$ cat config.mk
export PLATFORM = sky130hd
export DESIGN_NAME = bmp24_stream_pixel_decoder
export DESIGN_NICKNAME = d
export VERILOG_FILES = /design/src/hdl/bmp24_pkg.sv /design/src/hdl/bmp24_front.sv /design/src/hdl/bmp24_queue.sv /design/src/hdl/bmp24_back.sv /design/src/hdl/bmp24_stream_pixel_decoder.sv
export VERILOG_INCLUDE_DIRS = /design/src /design/src/hdl
export SDC_FILE = /design/constraint.sdc
export NUM_CORES = 1
export LEC_CHECK = 0
export BUFFER_PORTS_ARGS = -buffer_cell sky130_fd_sc_hd__buf_2
export CAP_MARGIN = 0
export CORE_MARGIN = 10
export CORE_UTILIZATION = 40
export DETAILED_ROUTE_END_ITERATION = 8
export HOLD_SLACK_MARGIN = 0.12
export PLACE_DENSITY = 0.67
export SLEW_MARGIN = 20
export SYNTH_ARGS = -nofsm -noshare
export SYNTH_HDL_FRONTEND = slang
export SYNTH_SLANG_ARGS = --single-unit
$ cat constraint.sdc
create_clock -name clk_i -period 5.2 [get_ports clk_i]
set_clock_uncertainty 0.05 [all_clocks]
set_input_delay 0.78 -clock clk_i [delete_from_list [all_inputs] [get_ports clk_i]]
set_output_delay 0.78 -clock clk_i [all_outputs]
set_load 0.005 [all_outputs]
$ cat src/hdl/assert_macros.svh
// ---------------------------------------------------------------------------
// Assertion macros
// Concurrent assertion wrappers on clk_i (BMP_ASSERT also gated by rst_ni); empty when NO_ASSERTIONS.
// ---------------------------------------------------------------------------
`ifndef ASSERT_MACROS_SVH
`define ASSERT_MACROS_SVH
`ifndef NO_ASSERTIONS
`define BMP_ASSERT(lbl, prop) \
  lbl: assert property (@(posedge clk_i) disable iff (!rst_ni) prop) \
    else $error("assertion failed");
`define BMP_ASSERT_ALWAYS(lbl, prop) \
  lbl: assert property (@(posedge clk_i) prop) else $error("assertion failed");
`else
`define BMP_ASSERT(lbl, prop)
`define BMP_ASSERT_ALWAYS(lbl, prop)
`endif
`endif

$ cat src/hdl/bmp24_pkg.sv
// ---------------------------------------------------------------------------
// BMP24 decoder package
// Shared types, codes and header constants of the BMP pixel decoder.
// ---------------------------------------------------------------------------
`default_nettype none
package bmp24_pkg;

  localparam int unsigned Q_DEPTH = 2;

  typedef enum logic [5:0] {
    PH_IDLE   = 6'b000001,
    PH_HEADER = 6'b000010,
    PH_SKIP   = 6'b000100,
    PH_PIXEL  = 6'b001000,
    PH_PAD    = 6'b010000,
    PH_DONE   = 6'b100000
  } phase_e;

  typedef enum logic [2:0] {
    ST_PIXEL      = 3'd0,
    ST_BAD_SIG    = 3'd1,
    ST_BAD_DEPTH  = 3'd2,
    ST_BAD_SIZE   = 3'd3,
    ST_BAD_OFFSET = 3'd4
  } status_e;

  typedef enum logic [1:0] {
    FMT_RGB565 = 2'd0,
    FMT_RGB888 = 2'd1,
    FMT_XRGB   = 2'd2
  } format_e;

  localparam logic [1:0] SLOT_BLUE  = 2'd0;
  localparam logic [1:0] SLOT_GREEN = 2'd1;
  localparam logic [1:0] SLOT_RED   = 2'd2;

  localparam logic [4:0] HDR_SIG_HI    = 5'd1;
  localparam logic [4:0] HDR_OFFSET_LO = 5'd10;
  localparam logic [4:0] HDR_OFFSET_HI = 5'd13;
  localparam logic [4:0] HDR_WIDTH_LO  = 5'd18;
  localparam logic [4:0] HDR_WIDTH_HI  = 5'd21;
  localparam logic [4:0] HDR_HEIGHT_LO = 5'd22;
  localparam logic [4:0] HDR_HEIGHT_HI = 5'd25;
  localparam logic [4:0] HDR_DEPTH_LO  = 5'd28;
  localparam logic [4:0] HDR_DEPTH_HI  = 5'd29;
  localparam logic [1:0] HDR_LANE_BASE = 2'd2;

  localparam logic [15:0] SIG_BM          = 16'h4D42;
  localparam logic [15:0] SRC_DEPTH_24    = 16'd24;
  localparam logic [31:0] MIN_DATA_OFFSET = 32'd54;

  typedef struct packed {
    status_e     status;
    logic [1:0]  slot;
    logic [7:0]  data;
    logic [11:0] row;
    logic [11:0] column;
    logic        last;
  } q_entry_t;

endpackage
`default_nettype wire

$ cat src/hdl/bmp24_front.sv
// ---------------------------------------------------------------------------
// BMP24 front end
// Parses the header, tracks position, row and column, and queues one entry
// for every pixel byte and every error.
// ---------------------------------------------------------------------------
`default_nettype none
`include "assert_macros.svh"
module bmp24_front #(
  parameter int unsigned MAX_DIM = 4096
) (
  input  wire                  clk_i,
  input  wire                  rst_ni,
  input  wire                  accept_i,
  input  wire  [7:0]           file_byte_i,
  input  wire                  file_start_i,
  output logic                 push_o,
  output bmp24_pkg::q_entry_t  entry_o
);
  import bmp24_pkg::*;

  localparam int unsigned DIM_W  = $clog2(MAX_DIM + 1);
  localparam int unsigned CALC_W = (DIM_W > 12) ? DIM_W : 12;

  phase_e             phase_q, phase_d, phase;
  logic [31:0]        pos_q, pos_d, pos;
  logic [15:0]        sig_q, sig_d;
  logic [31:0]        off_q, off_d;
  logic [31:0]        wid_q, wid_d;
  logic [31:0]        hgt_q, hgt_d;
  logic [15:0]        dep_q, dep_d;
  logic [DIM_W-1:0]   row_q, row_d;
  logic [DIM_W-1:0]   col_q, col_d;
  logic [1:0]         slot_q, slot_d;
  logic [1:0]         pad_q, pad_d;

  logic               active;
  logic               do_pixel;
  logic [4:0]         hpos;
  logic [1:0]         lane;
  logic [15:0]        sig_full;
  logic [15:0]        dep_full;
  logic [DIM_W-1:0]   col_inc;
  logic [DIM_W-1:0]   row_inc;
  logic [CALC_W-1:0]  row_calc;
  logic [CALC_W-1:0]  col_ext;

  assign active = accept_i && (file_start_i || (phase_q != PH_IDLE && phase_q != PH_DONE));

  always_comb begin
    phase    = file_start_i ? PH_HEADER : phase_q;
    pos      = file_start_i ? '0 : pos_q;
    hpos     = pos[4:0];
    lane     = hpos[1:0] - HDR_LANE_BASE;
    sig_full = {file_byte_i, sig_q[7:0]};
    dep_full = {file_byte_i, dep_q[7:0]};
    col_inc  = col_q + 1'b1;
    row_inc  = row_q + 1'b1;
    row_calc = CALC_W'(hgt_q[DIM_W-1:0]) - 1'b1 - CALC_W'(row_q);
    col_ext  = CALC_W'(col_q);

    phase_d  = phase_q;
    pos_d    = pos_q;
    sig_d    = sig_q;
    off_d    = off_q;
    wid_d    = wid_q;
    hgt_d    = hgt_q;
    dep_d    = dep_q;
    row_d    = row_q;
    col_d    = col_q;
    slot_d   = slot_q;
    pad_d    = pad_q;
    do_pixel = 1'b0;
    push_o   = 1'b0;
    entry_o  = '0;

    if (active) begin
      if (file_start_i) begin
        sig_d  = '0;
        off_d  = '0;
        wid_d  = '0;
        hgt_d  = '0;
        dep_d  = '0;
        row_d  = '0;
        col_d  = '0;
        slot_d = SLOT_BLUE;
        pad_d  = '0;
        phase_d = PH_HEADER;
      end
      pos_d = pos + 1'b1;
      case (phase)
        PH_HEADER: begin
          if (hpos <= HDR_SIG_HI) begin
            sig_d[{hpos[0], 3'b000} +: 8] = file_byte_i;
            if (hpos == HDR_SIG_HI && sig_full != SIG_BM) begin
              push_o         = 1'b1;
              entry_o.status = ST_BAD_SIG;
              phase_d        = PH_DONE;
            end
          end else if (hpos >= HDR_OFFSET_LO && hpos <= HDR_OFFSET_HI) begin
            off_d[{lane, 3'b000} +: 8] = file_byte_i;
          end else if (hpos >= HDR_WIDTH_LO && hpos <= HDR_WIDTH_HI) begin
            wid_d[{lane, 3'b000} +: 8] = file_byte_i;
          end else if (hpos >= HDR_HEIGHT_LO && hpos <= HDR_HEIGHT_HI) begin
            hgt_d[{lane, 3'b000} +: 8] = file_byte_i;
          end else if (hpos >= HDR_DEPTH_LO && hpos <= HDR_DEPTH_HI) begin
            dep_d[{hpos[0], 3'b000} +: 8] = file_byte_i;
            if (hpos == HDR_DEPTH_HI) begin
              if (dep_full != SRC_DEPTH_24) begin
                push_o         = 1'b1;
                entry_o.status = ST_BAD_DEPTH;
                phase_d        = PH_DONE;
              end else if (wid_q == '0 || wid_q > 32'(MAX_DIM) ||
                           hgt_q == '0 || hgt_q > 32'(MAX_DIM)) begin
                push_o         = 1'b1;
                entry_o.status = ST_BAD_SIZE;
                phase_d        = PH_DONE;
              end else if (off_q < MIN_DATA_OFFSET) begin
                push_o         = 1'b1;
                entry_o.status = ST_BAD_OFFSET;
                phase_d        = PH_DONE;
              end else begin
                phase_d = PH_SKIP;
              end
            end
          end
        end
        PH_SKIP: begin
          if (pos == off_q) begin
            phase_d  = PH_PIXEL;
            do_pixel = 1'b1;
          end
        end
        PH_PAD: begin
          pad_d = pad_q - 1'b1;
          if (pad_q == 2'd1) begin
            phase_d = PH_PIXEL;
          end
        end
        PH_PIXEL: begin
          do_pixel = 1'b1;
        end
        default: begin
        end
      endcase

      if (do_pixel) begin
        push_o         = 1'b1;
        entry_o.status = ST_PIXEL;
        entry_o.slot   = slot_q;
        entry_o.data   = file_byte_i;
        entry_o.row    = row_calc[11:0];
        entry_o.column = col_ext[11:0];
        if (slot_q == SLOT_RED) begin
          slot_d = SLOT_BLUE;
          if (col_inc >= wid_q[DIM_W-1:0]) begin
            col_d = '0;
            row_d = row_inc;
            if (row_inc >= hgt_q[DIM_W-1:0]) begin
              entry_o.last = 1'b1;
              phase_d      = PH_DONE;
            end else begin
              pad_d = wid_q[1:0];
              if (wid_q[1:0] != 2'd0) begin
                phase_d = PH_PAD;
              end
            end
          end else begin
            col_d = col_inc;
          end
        end else begin
          slot_d = slot_q + 1'b1;
        end
      end
    end
  end

  always_ff @(posedge clk_i or negedge rst_ni) begin
    if (!rst_ni) begin
      phase_q <= PH_IDLE;
      pos_q   <= '0;
      sig_q   <= '0;
      off_q   <= '0;
      wid_q   <= '0;
      hgt_q   <= '0;
      dep_q   <= '0;
      row_q   <= '0;
      col_q   <= '0;
      slot_q  <= SLOT_BLUE;
      pad_q   <= '0;
    end else begin
      phase_q <= phase_d;
      pos_q   <= pos_d;
      sig_q   <= sig_d;
      off_q   <= off_d;
      wid_q   <= wid_d;
      hgt_q   <= hgt_d;
      dep_q   <= dep_d;
      row_q   <= row_d;
      col_q   <= col_d;
      slot_q  <= slot_d;
      pad_q   <= pad_d;
    end
  end

  `BMP_ASSERT(a_error_ends_parse, (push_o && entry_o.status != ST_PIXEL) |=> (phase_q == PH_DONE))
  `BMP_ASSERT(a_last_ends_parse, (push_o && entry_o.last) |=> (phase_q == PH_DONE))

endmodule
`default_nettype wire

$ cat src/hdl/bmp24_queue.sv
// ---------------------------------------------------------------------------
// BMP24 entry queue
// Short FIFO that decouples the front end from the pixel back end.
// ---------------------------------------------------------------------------
`default_nettype none
`include "assert_macros.svh"
module bmp24_queue (
  input  wire                  clk_i,
  input  wire                  rst_ni,
  input  wire                  push_i,
  input  bmp24_pkg::q_entry_t  entry_i,
  output logic                 full_o,
  output logic                 valid_o,
  input  wire                  pop_i,
  output bmp24_pkg::q_entry_t  entry_o
);
  import bmp24_pkg::*;

  localparam int unsigned PTR_W = (Q_DEPTH > 1) ? $clog2(Q_DEPTH) : 1;
  localparam int unsigned CNT_W = $clog2(Q_DEPTH + 1);

  q_entry_t          mem_q [Q_DEPTH];
  logic [PTR_W-1:0]  wr_q, wr_d, rd_q, rd_d;
  logic [CNT_W-1:0]  count_q, count_d;

  assign full_o  = (count_q == CNT_W'(Q_DEPTH));
  assign valid_o = (count_q != '0);
  assign entry_o = mem_q[rd_q];

  always_comb begin
    wr_d    = wr_q;
    rd_d    = rd_q;
    count_d = count_q;
    if (push_i) begin
      wr_d = (wr_q == PTR_W'(Q_DEPTH - 1)) ? '0 : wr_q + 1'b1;
    end
    if (pop_i) begin
      rd_d = (rd_q == PTR_W'(Q_DEPTH - 1)) ? '0 : rd_q + 1'b1;
    end
    if (push_i && !pop_i) begin
      count_d = count_q + 1'b1;
    end else if (pop_i && !push_i) begin
      count_d = count_q - 1'b1;
    end
  end

  always_ff @(posedge clk_i) begin
    if (push_i) begin
      mem_q[wr_q] <= entry_i;
    end
  end

  always_ff @(posedge clk_i or negedge rst_ni) begin
    if (!rst_ni) begin
      wr_q    <= '0;
      rd_q    <= '0;
      count_q <= '0;
    end else begin
      wr_q    <= wr_d;
      rd_q    <= rd_d;
      count_q <= count_d;
    end
  end

  `BMP_ASSERT_ALWAYS(a_count_bound, count_q <= CNT_W'(Q_DEPTH))
  `BMP_ASSERT(a_push_counts, (push_i && !pop_i) |=> (count_q == $past(count_q) + 1'b1))

endmodule
`default_nettype wire

$ cat src/hdl/bmp24_back.sv
// ---------------------------------------------------------------------------
// BMP24 back end
// Gathers B,G,R bytes, converts the color and holds the result register.
// ---------------------------------------------------------------------------
`default_nettype none
`include "assert_macros.svh"
module bmp24_back (
  input  wire                  clk_i,
  input  wire                  rst_ni,
  input  wire                  cfg_we_i,
  input  wire  [1:0]           cfg_wdata_i,
  input  wire                  q_valid_i,
  input  bmp24_pkg::q_entry_t  q_entry_i,
  output logic                 q_pop_o,
  output logic                 out_valid_o,
  input  wire                  out_stall_i,
  output logic [11:0]          pixel_row_o,
  output logic [11:0]          pixel_column_o,
  output logic [23:0]          pixel_color_o,
  output logic [2:0]           status_o,
  output logic                 last_pixel_o
);
  import bmp24_pkg::*;

  logic [1:0]   fmt_q;
  logic [7:0]   blue_q, green_q;
  logic         out_valid_q, out_valid_d;
  logic [11:0]  row_q, col_q;
  logic [23:0]  color_q, color_d;
  logic [2:0]   status_q;
  logic         last_q;
  logic         produces;
  logic         out_free;

  assign produces = (q_entry_i.status != ST_PIXEL) || (q_entry_i.slot == SLOT_RED);
  assign out_free = !out_valid_q || !out_stall_i;
  assign q_pop_o  = q_valid_i && (!produces || out_free);

  always_comb begin
    if (q_entry_i.status != ST_PIXEL) begin
      color_d = '0;
    end else if (fmt_q == FMT_RGB565) begin
      color_d = {8'h00, q_entry_i.data[7:3], green_q[7:2], blue_q[7:3]};
    end else begin
      color_d = {q_entry_i.data, green_q, blue_q};
    end
    out_valid_d = out_valid_q;
    if (q_pop_o && produces) begin
      out_valid_d = 1'b1;
    end else if (!out_stall_i) begin
      out_valid_d = 1'b0;
    end
  end

  always_ff @(posedge clk_i or negedge rst_ni) begin
    if (!rst_ni) begin
      fmt_q       <= FMT_XRGB;
      out_valid_q <= 1'b0;
    end else begin
      if (cfg_we_i) begin
        fmt_q <= cfg_wdata_i;
      end
      out_valid_q <= out_valid_d;
    end
  end

  always_ff @(posedge clk_i) begin
    if (q_pop_o && q_entry_i.status == ST_PIXEL) begin
      if (q_entry_i.slot == SLOT_BLUE) begin
        blue_q <= q_entry_i.data;
      end
      if (q_entry_i.slot == SLOT_GREEN) begin
        green_q <= q_entry_i.data;
      end
    end
    if (q_pop_o && produces) begin
      row_q    <= q_entry_i.row;
      col_q    <= q_entry_i.column;
      color_q  <= color_d;
      status_q <= q_entry_i.status;
      last_q   <= q_entry_i.last;
    end
  end

  assign out_valid_o    = out_valid_q;
  assign pixel_row_o    = row_q;
  assign pixel_column_o = col_q;
  assign pixel_color_o  = color_q;
  assign status_o       = status_q;
  assign last_pixel_o   = last_q;

  `BMP_ASSERT(a_result_loaded, (q_pop_o && produces) |=> out_valid_q)

endmodule
`default_nettype wire

$ cat src/hdl/bmp24_stream_pixel_decoder.sv
// Path: an accepted byte is registered in the queue, then popped into the result register.
// Throughput: one byte per cycle; input stalls only while the two-entry
// queue is full.
// Reset: parse waits for a file start, queue and result register empty,
// dest_format returns to xRGB; no clearing pass is needed.
// ---------------------------------------------------------------------------
// BMP24 stream pixel decoder
// Byte-serial BMP 24 bpp parser with RGB565 / RGB888 / xRGB pixel output.
// ---------------------------------------------------------------------------
`default_nettype none
module bmp24_stream_pixel_decoder #(
  parameter int unsigned MAX_DIM = 4096
) (
  input  wire          clk_i,
  input  wire          rst_ni,
  input  wire          cfg_we_i,
  input  wire  [1:0]   cfg_wdata_i,
  input  wire          in_valid_i,
  output logic         in_stall_o,
  input  wire  [7:0]   file_byte_i,
  input  wire          file_start_i,
  output logic         out_valid_o,
  input  wire          out_stall_i,
  output logic [11:0]  pixel_row_o,
  output logic [11:0]  pixel_column_o,
  output logic [23:0]  pixel_color_o,
  output logic [2:0]   status_o,
  output logic         last_pixel_o
);
  import bmp24_pkg::*;

  logic      q_full;
  logic      q_valid;
  logic      q_pop;
  logic      push;
  logic      accept;
  q_entry_t  push_entry;
  q_entry_t  head_entry;

  assign in_stall_o = q_full;
  assign accept     = in_valid_i && !q_full;

  bmp24_front #(
    .MAX_DIM (MAX_DIM)
  ) u_front (
    .clk_i        (clk_i),
    .rst_ni       (rst_ni),
    .accept_i     (accept),
    .file_byte_i  (file_byte_i),
    .file_start_i (file_start_i),
    .push_o       (push),
    .entry_o      (push_entry)
  );

  bmp24_queue u_queue (
    .clk_i   (clk_i),
    .rst_ni  (rst_ni),
    .push_i  (push),
    .entry_i (push_entry),
    .full_o  (q_full),
    .valid_o (q_valid),
    .pop_i   (q_pop),
    .entry_o (head_entry)
  );

  bmp24_back u_back (
    .clk_i          (clk_i),
    .rst_ni         (rst_ni),
    .cfg_we_i       (cfg_we_i),
    .cfg_wdata_i    (cfg_wdata_i),
    .q_valid_i      (q_valid),
    .q_entry_i      (head_entry),
    .q_pop_o        (q_pop),
    .out_valid_o    (out_valid_o),
    .out_stall_i    (out_stall_i),
    .pixel_row_o    (pixel_row_o),
    .pixel_column_o (pixel_column_o),
    .pixel_color_o  (pixel_color_o),
    .status_o       (status_o),
    .last_pixel_o   (last_pixel_o)
  );

endmodule
`default_nettype wire

# After elaboration in Yosys (flattened, before gate mapping)
# Memories as Yosys holds them, arrays and structs flattened.
# Index checks and enable logic that the tools add are counted.
[totals]
n_memories = 1
regBits = 271
input_bits = 16
ram_bits = 76
[mem_list]
columns = ["memory", "depth", "word_bits", "rd", "rd_clocked_by_memory_dff", "write_ports", "line", "text"]
rows = [
  ["u_queue.mem_q", 2, 38, 1, 0, 1, "bmp24_queue.sv:22", "q_entry_t mem_q [Q_DEPTH];"],
]
[classes]
n_mux = 113
reduce_logical = 40
eq_ne = 17
add_sub_neg = 14
magnitude_cmp = 14
n_shift = 4
[op_table]
columns = ["cell", "n"]
rows = [
  ["$mux 32", 19],
  ["$mux 16", 13],
  ["$mux 6", 18],
  ["$mux 13", 8],
  ["$bwmux 32", 3],
  ["$mux 38", 2],
  ["$gt 32x13->1 const B", 2],
  ["$logic_not 32->1", 2],
  ["$add 32x1->32 const B", 1],
  ["$bwmux 16", 2],
  ["$eq 32x32->1", 1],
  ["$lt 32x6->1 const B", 1],
  ["$shift 8x7->32 const A", 1],
  ["$shiftx 8x7->32", 1],
  ["$mux 3", 10],
  ["$add 13x1->13 const B", 2],
  ["$ge 13x13->1", 2],
  ["$mux 1", 25],
  ["$mux 2", 11],
  ["$pmux 6 s3", 1],
  ["$ne 16x15->1 const B", 1],
  ["$ne 16x5->1 const B", 1],
  ["$shift 8x6->16 const A", 1],
  ["$shiftx 8x6->16", 1],
  ["34 further kinds", 73],
]

# Longest topological paths before layout
[logic_depth]
word_depth = 19
depth_mapped = 16

# Hierarchy
# A second synthesis with hierarchy kept.
[unflattened]
cells_unflattened = 1462
area_unflattened_um2 = 16813.6
[by_module_without_submodules]
columns = ["module", "cells_per_inst", "area_each_um2", "seq_area_each_um2", "instances"]
rows = [
  ["bmp24_front", 1174, 11180.7, 4505.6, 1],
  ["bmp24_queue", 134, 2977.9, 2382.3, 1],
  ["bmp24_back", 153, 2641.3, 2118.3, 1],
  ["bmp24_stream_pixel_decoder", 1, 13.8, 0.0, 1],
]

# Worst setup path before layout
# No wires, ideal clock.
[synth_timing]
path_kind = "in2reg"
start = "input file_start_i"
end = "memory u_queue.mem_q[0][0] (netlist bit), enable pin"
arrival_ns = 4.561
path_buffers = 2
path_slack_ns = 0.151
path_stages = 11
cell_sequence = "buf_4 > clkbuf_1 > nand2b_1 > ha_1 > o21bai_1 > a21oi_1 > a41o_1 > a211oi_1 > o31ai_1 > a21oi_1 > nor2b_1"
[synth_via]
elab_chain_len = 13
[synth_lines]
columns = ["element", "line", "text"]
rows = [
  ["start, declared", "bmp24_stream_pixel_decoder.sv:21", "input wire file_start_i,"],
  ["$mux 32", "bmp24_front.sv:51", "pos = file_start_i ? '0 : pos_q;"],
  ["$ge 5x5->1, or another cell as far along", "bmp24_front.sv:105", "end else if (hpos >= HDR_DEPTH_LO && hpos <= HDR_DEPTH_HI) begin"],
  ["$logic_and 1x1->1 or $mux 1 (tied branches)", "bmp24_front.sv:105, bmp24_front.sv:107", ""],
  ["$mux 1", "bmp24_front.sv:105", ""],
  ["$mux 1", "bmp24_front.sv:103", "end else if (hpos >= HDR_HEIGHT_LO && hpos <= HDR_HEIGHT_HI) begin"],
  ["$mux 1", "bmp24_front.sv:101", "end else if (hpos >= HDR_WIDTH_LO && hpos <= HDR_WIDTH_HI) begin"],
  ["$mux 1", "bmp24_front.sv:99", "end else if (hpos >= HDR_OFFSET_LO && hpos <= HDR_OFFSET_HI) begin"],
  ["$mux 1", "bmp24_front.sv:92", "if (hpos <= HDR_SIG_HI) begin"],
  ["$mux 1", "bmp24_front.sv:90", "case (phase)"],
  ["$mux 1", "bmp24_front.sv:146", "if (do_pixel) begin"],
  ["$mux 1 *", "bmp24_front.sv:76", "if (active) begin"],
  ["named net push", "bmp24_stream_pixel_decoder.sv:35", "logic push;"],
  ["$mux 1 *", "bmp24_queue.sv:48", "if (push_i) begin"],
  ["$mux 1 (implied by the code) *", "bmp24_queue.sv:49", "mem_q[wr_q] <= entry_i;"],
  ["end, declared", "bmp24_queue.sv:22", ""],
]
# The timed path passes the listed nets; every way through them passes the cells marked *. The select of a mux whose other input is x is not followed.

# Worst setup path in the final report
[layout_timing]
start = "register u_front.col_q[2], in the netlist u_front.col_ext[2]"
end = "register u_front.col_q[4], in the netlist u_front.col_ext[4]"
[layout_via]
elab_chain_len = 5
[layout_lines]
columns = ["element", "line", "text"]
rows = [
  ["start, declared", "bmp24_front.sv:32", "logic [DIM_W-1:0] col_q, col_d;"],
  ["start signal, assigned", "bmp24_front.sv:199", "col_q <= col_d;"],
  ["$add 13x1->13 *", "bmp24_front.sv:56", "col_inc = col_q + 1'b1;"],
  ["$ge 13x13->1", "bmp24_front.sv:155", "if (col_inc >= wid_q[DIM_W-1:0]) begin"],
  ["$mux 13 *", "bmp24_front.sv:155", ""],
  ["$mux 13 *", "bmp24_front.sv:153", "if (slot_q == SLOT_RED) begin"],
  ["$mux 13 *", "bmp24_front.sv:146", ""],
]
# Every way passes the cells marked *; elsewhere a longest branch is shown, timed or not.
# A chain may end at the register's enable or synchronous reset.

==> impl_metrics.json <==
{
  "yosys.area_share.simple_pct": 17.3,
  "async_reset_ff_share_pct": 56.5,
  "ys_ff_latch": 331,
  "cts_tree": "done",
  "stdcell_area_mm2": 0.0184,
  "power_density_mw_per_mm2": 386,
  "cts-root-buf": "clkbuf_16",
  "dieArea_mm2": 0.0493,
  "synth_compound_area_share_pct": 12.5,
  "rsz0062_at_grt": "no",
  "ys.flop_type": "dfrtp_1",
  "gp_congestion": 0.895,
  "dpl_worst_slack_ns": 0.821,
  "yosys-top-cells-area": "dfrtp_1, edfxtp_1, nand2_1, ha_1, a32o_1",
  "synth_fa_ha_area_share_pct": 3.65,
  "drt-initial-drc-count": 1121,
  "ys_seq_area_share_pct": 55.2,
  "min_period_over_period_pct": 80.1,
  "via_per_inst": 5.64,
  "r2r_slack_ns": 1.04,
  "critPathCaptureType": "register",
  "clock_latency_ns": 0.54,
  "yosys_warnings": 0,
  "synth_most_common_cell": "dfrtp_1",
  "ctsHoldBuffers": 0,
  "fmax_mhz": 240,
  "synth_top_family_by_area": "simple AND/OR/NAND/NOR gates",
  "grt_max_degree": 121,
  "nFillCells": 3691,
  "setup_slack_ns": 1.04,
  "irDropWorstVdd_uv": 319,
  "diodes": 0,
  "hpwl_um": 27200,
  "p_total_w": 0.00711,
  "critical_path.slowest_cell": "nor4_1",
  "synth.cell_area_mm2": 0.0163,
  "arrival_ns": 4.57,
  "hold_class": "in2async",
  "worst_pin_slew_ns": 1.08,
  "cp-start-kind": "register",
  "synth_area_per_cell_um2": 11.0,
  "synth_xor_area_share_pct": 4.29,
  "synth_top_area_share_pct": 28.4,
  "path_max_fanout": 16,
  "clockBufferDepth": 3,
  "synth_top_area_cell": "dfrtp_1",
  "drive_above_1_share_pct": 13.8,
  "slew_headroom_pct": 28.0,
  "ys_types": 79,
  "finalNetCount": 1595,
  "netlist_instances": 1482,
  "synthMuxAreaShare_pct": 3.65,
  "cp_top_family": "simple AND/OR/NAND/NOR gates",
  "num_rows": 73,
  "layoutNonFillerInstCount": 2085,
  "leakagePower_nw": 7.30,
  "required_ns": 5.60,
  "synth_fp_nets": 1545,
  "cts_repair_resize_count": 0,
  "crit_type": "reg2reg",
  "grt_overflow_total": 0,
  "path_clk_slew_ns": 0.06,
  "hold_viol": 0,
  "drc": 0,
  "place_inst": 2019,
  "numCtsBuffers": 36,
  "grt_pass1_wl_um": 62500,
  "max_cap_viol_count": 0,
  "dr.pass1.iters": 5,
  "grt.total_usage_pct": 15.3,
  "synth-edff-count": 144,
  "dpl_cell_area_mm2": 0.0172,
  "die_w_um": 222,
  "start_util_pct": 40.8,
  "worst-path-stages": 13,
  "post_cts_buffers": 0,
  "io_buffers": 69,
  "crit_path_cell_trace": "nand3_1 > nor4_1 > nand3_1 > xnor2_1 > ha_1 > a211oi_1 > nand2_1 > a211oi_1 > a21oi_1 > nand2b_1 > nor3_4 > a21oi_1 > o21ai_0",
  "ios": 70,
  "first_global_vias": 11400,
  "vias": 11700,
  "setup_viol": 0,
  "postRouteAntennaNets": 0,
  "wl_um": 39400,
  "h-tree-depth": 2,
  "antenna_found_initial": 1,
  "finalSetupTns_ns": 0,
  "crit_buf_inv": 0,
  "core_mm2": 0.0400,
  "cpPeakStageDelay_ns": 0.75,
  "status": "completed",
  "ys_top_cells_by_count": "dfrtp_1, nand2_1, edfxtp_1, nor2_1, o21ai_0",
  "wl_per_cell_um": 18.9,
  "worstRegToRegCells": 13,
  "cts_num_sinks": 331,
  "area_growth_pct": 12.8,
  "min_period_ns": 4.16,
  "dieHeight_um": 222,
  "slew_viol_final": 0
}
[kinds of logic (layout without fill, tap and decap cells)]
family,count (synthesis),after routing
fa+ha+maj,47,47
flops,331,331
xor+xnor,80,80
mux,54,54
buf+inv,143,221
compound gates,286,286
simple gates,541,541
[final timing paths]
check / from / endpoint
worst max-delay path: u_front.col_ext[2] / u_front.col_ext[4]
worst min-delay path: rst_ni / u_front.hgt_q[28]
worst max register to register: u_front.col_ext[2] / u_front.col_ext[4]
worst min register to register: u_front.hgt_q[19] / u_front.hgt_q[19]
max in group asynchronous: rst_ni / u_queue.count_q[1]
min in group clk_i: cfg_wdata_i[0] / u_back.fmt_q[0]
[area by class of cell]
class	count	area (um^2)	area share (%)
inverter	64	240	1.30
clock buffer	53	1000	5.46
tap	525	657	3.57
timing repair buffer	91	544	2.96
sequential	331	9010	48.9
clock inverter	13	180	0.979
multi-input combinational	1008	6780	36.8
[stage by stage]
step           hold slack [ns]  utilization (%)
2_1_floorplan            0.392                -
3_3_place_gp             0.407             43.1
3_5_place_dp             0.419             43.1
4_1_cts                  0.392             46.0
5_1_grt                  0.409             46.0
6_report                 0.351             46.0
[routing by layer]
metal  vias to the layer above  GRT usage, %  share of wire (%)
li1                       5511             -                  -
met1                      5817          20.9                 45
met2                       373          24.4                 46
met3                        48          3.16                6.7
met4                         0          3.48                1.7
met5                         -             0                  0
[layout by cell type (no fill, tap or decap), types with 19 or more instances in the layout]
cell type / Yosys / final
inv_1: 63 / 63
nand3b_1: 21 / 21
xor2_1: 35 / 35
clkbuf_16: 0 / 36
nand3_1: 56 / 56
and2_1: 30 / 29
ha_1: 46 / 46
o21ai_0: 68 / 68
a22o_1: 19 / 19
nand4_1: 19 / 19
nand2_1: 167 / 167
and3_1: 19 / 19
a32o_1: 51 / 51
mux2_2: 44 / 44
nor3_1: 21 / 21
nor4_1: 27 / 27
xnor2_1: 45 / 45
nor2_1: 96 / 94
dfrtp_1: 185 / 185
edfxtp_1: 144 / 144
buf_2: 11 / 68
buf_4: 1 / 20
a21oi_1: 48 / 48
[power by group]
| group | internal, W | total, W | switching (W) |
|---|---|---|---|
| Sequential | 0.00310 | 0.00329 | 0.000195 |
| Combinational | 0.000467 | 0.00125 | 0.000788 |
| Clock | 0.00151 | 0.00256 | 0.00105 |
| Total | 0.00507 | 0.00711 | 0.00203 |
[registers in the layout, indices dropped and copies added, names as in the netlist, 2 cells and up]
signal,cells
u_back.blue_q,8
u_back.fmt_q,2
u_back.green_q,8
u_back.pixel_color_o,24
u_back.pixel_column_o,12
u_back.pixel_row_o,12
u_back.status_o,3
u_front.col_ext,13
u_front.dep_q,8
u_front.hgt_q,32
u_front.off_q,32
u_front.pad_q,2
u_front.phase_q,6
u_front.pos_q,32
u_front.row_q,13
u_front.sig_q,8
u_front.slot_q,2
u_front.wid_q,32
u_queue.count_q,2
u_queue.mem_q,76
Power figures use the tool's default switching activity.
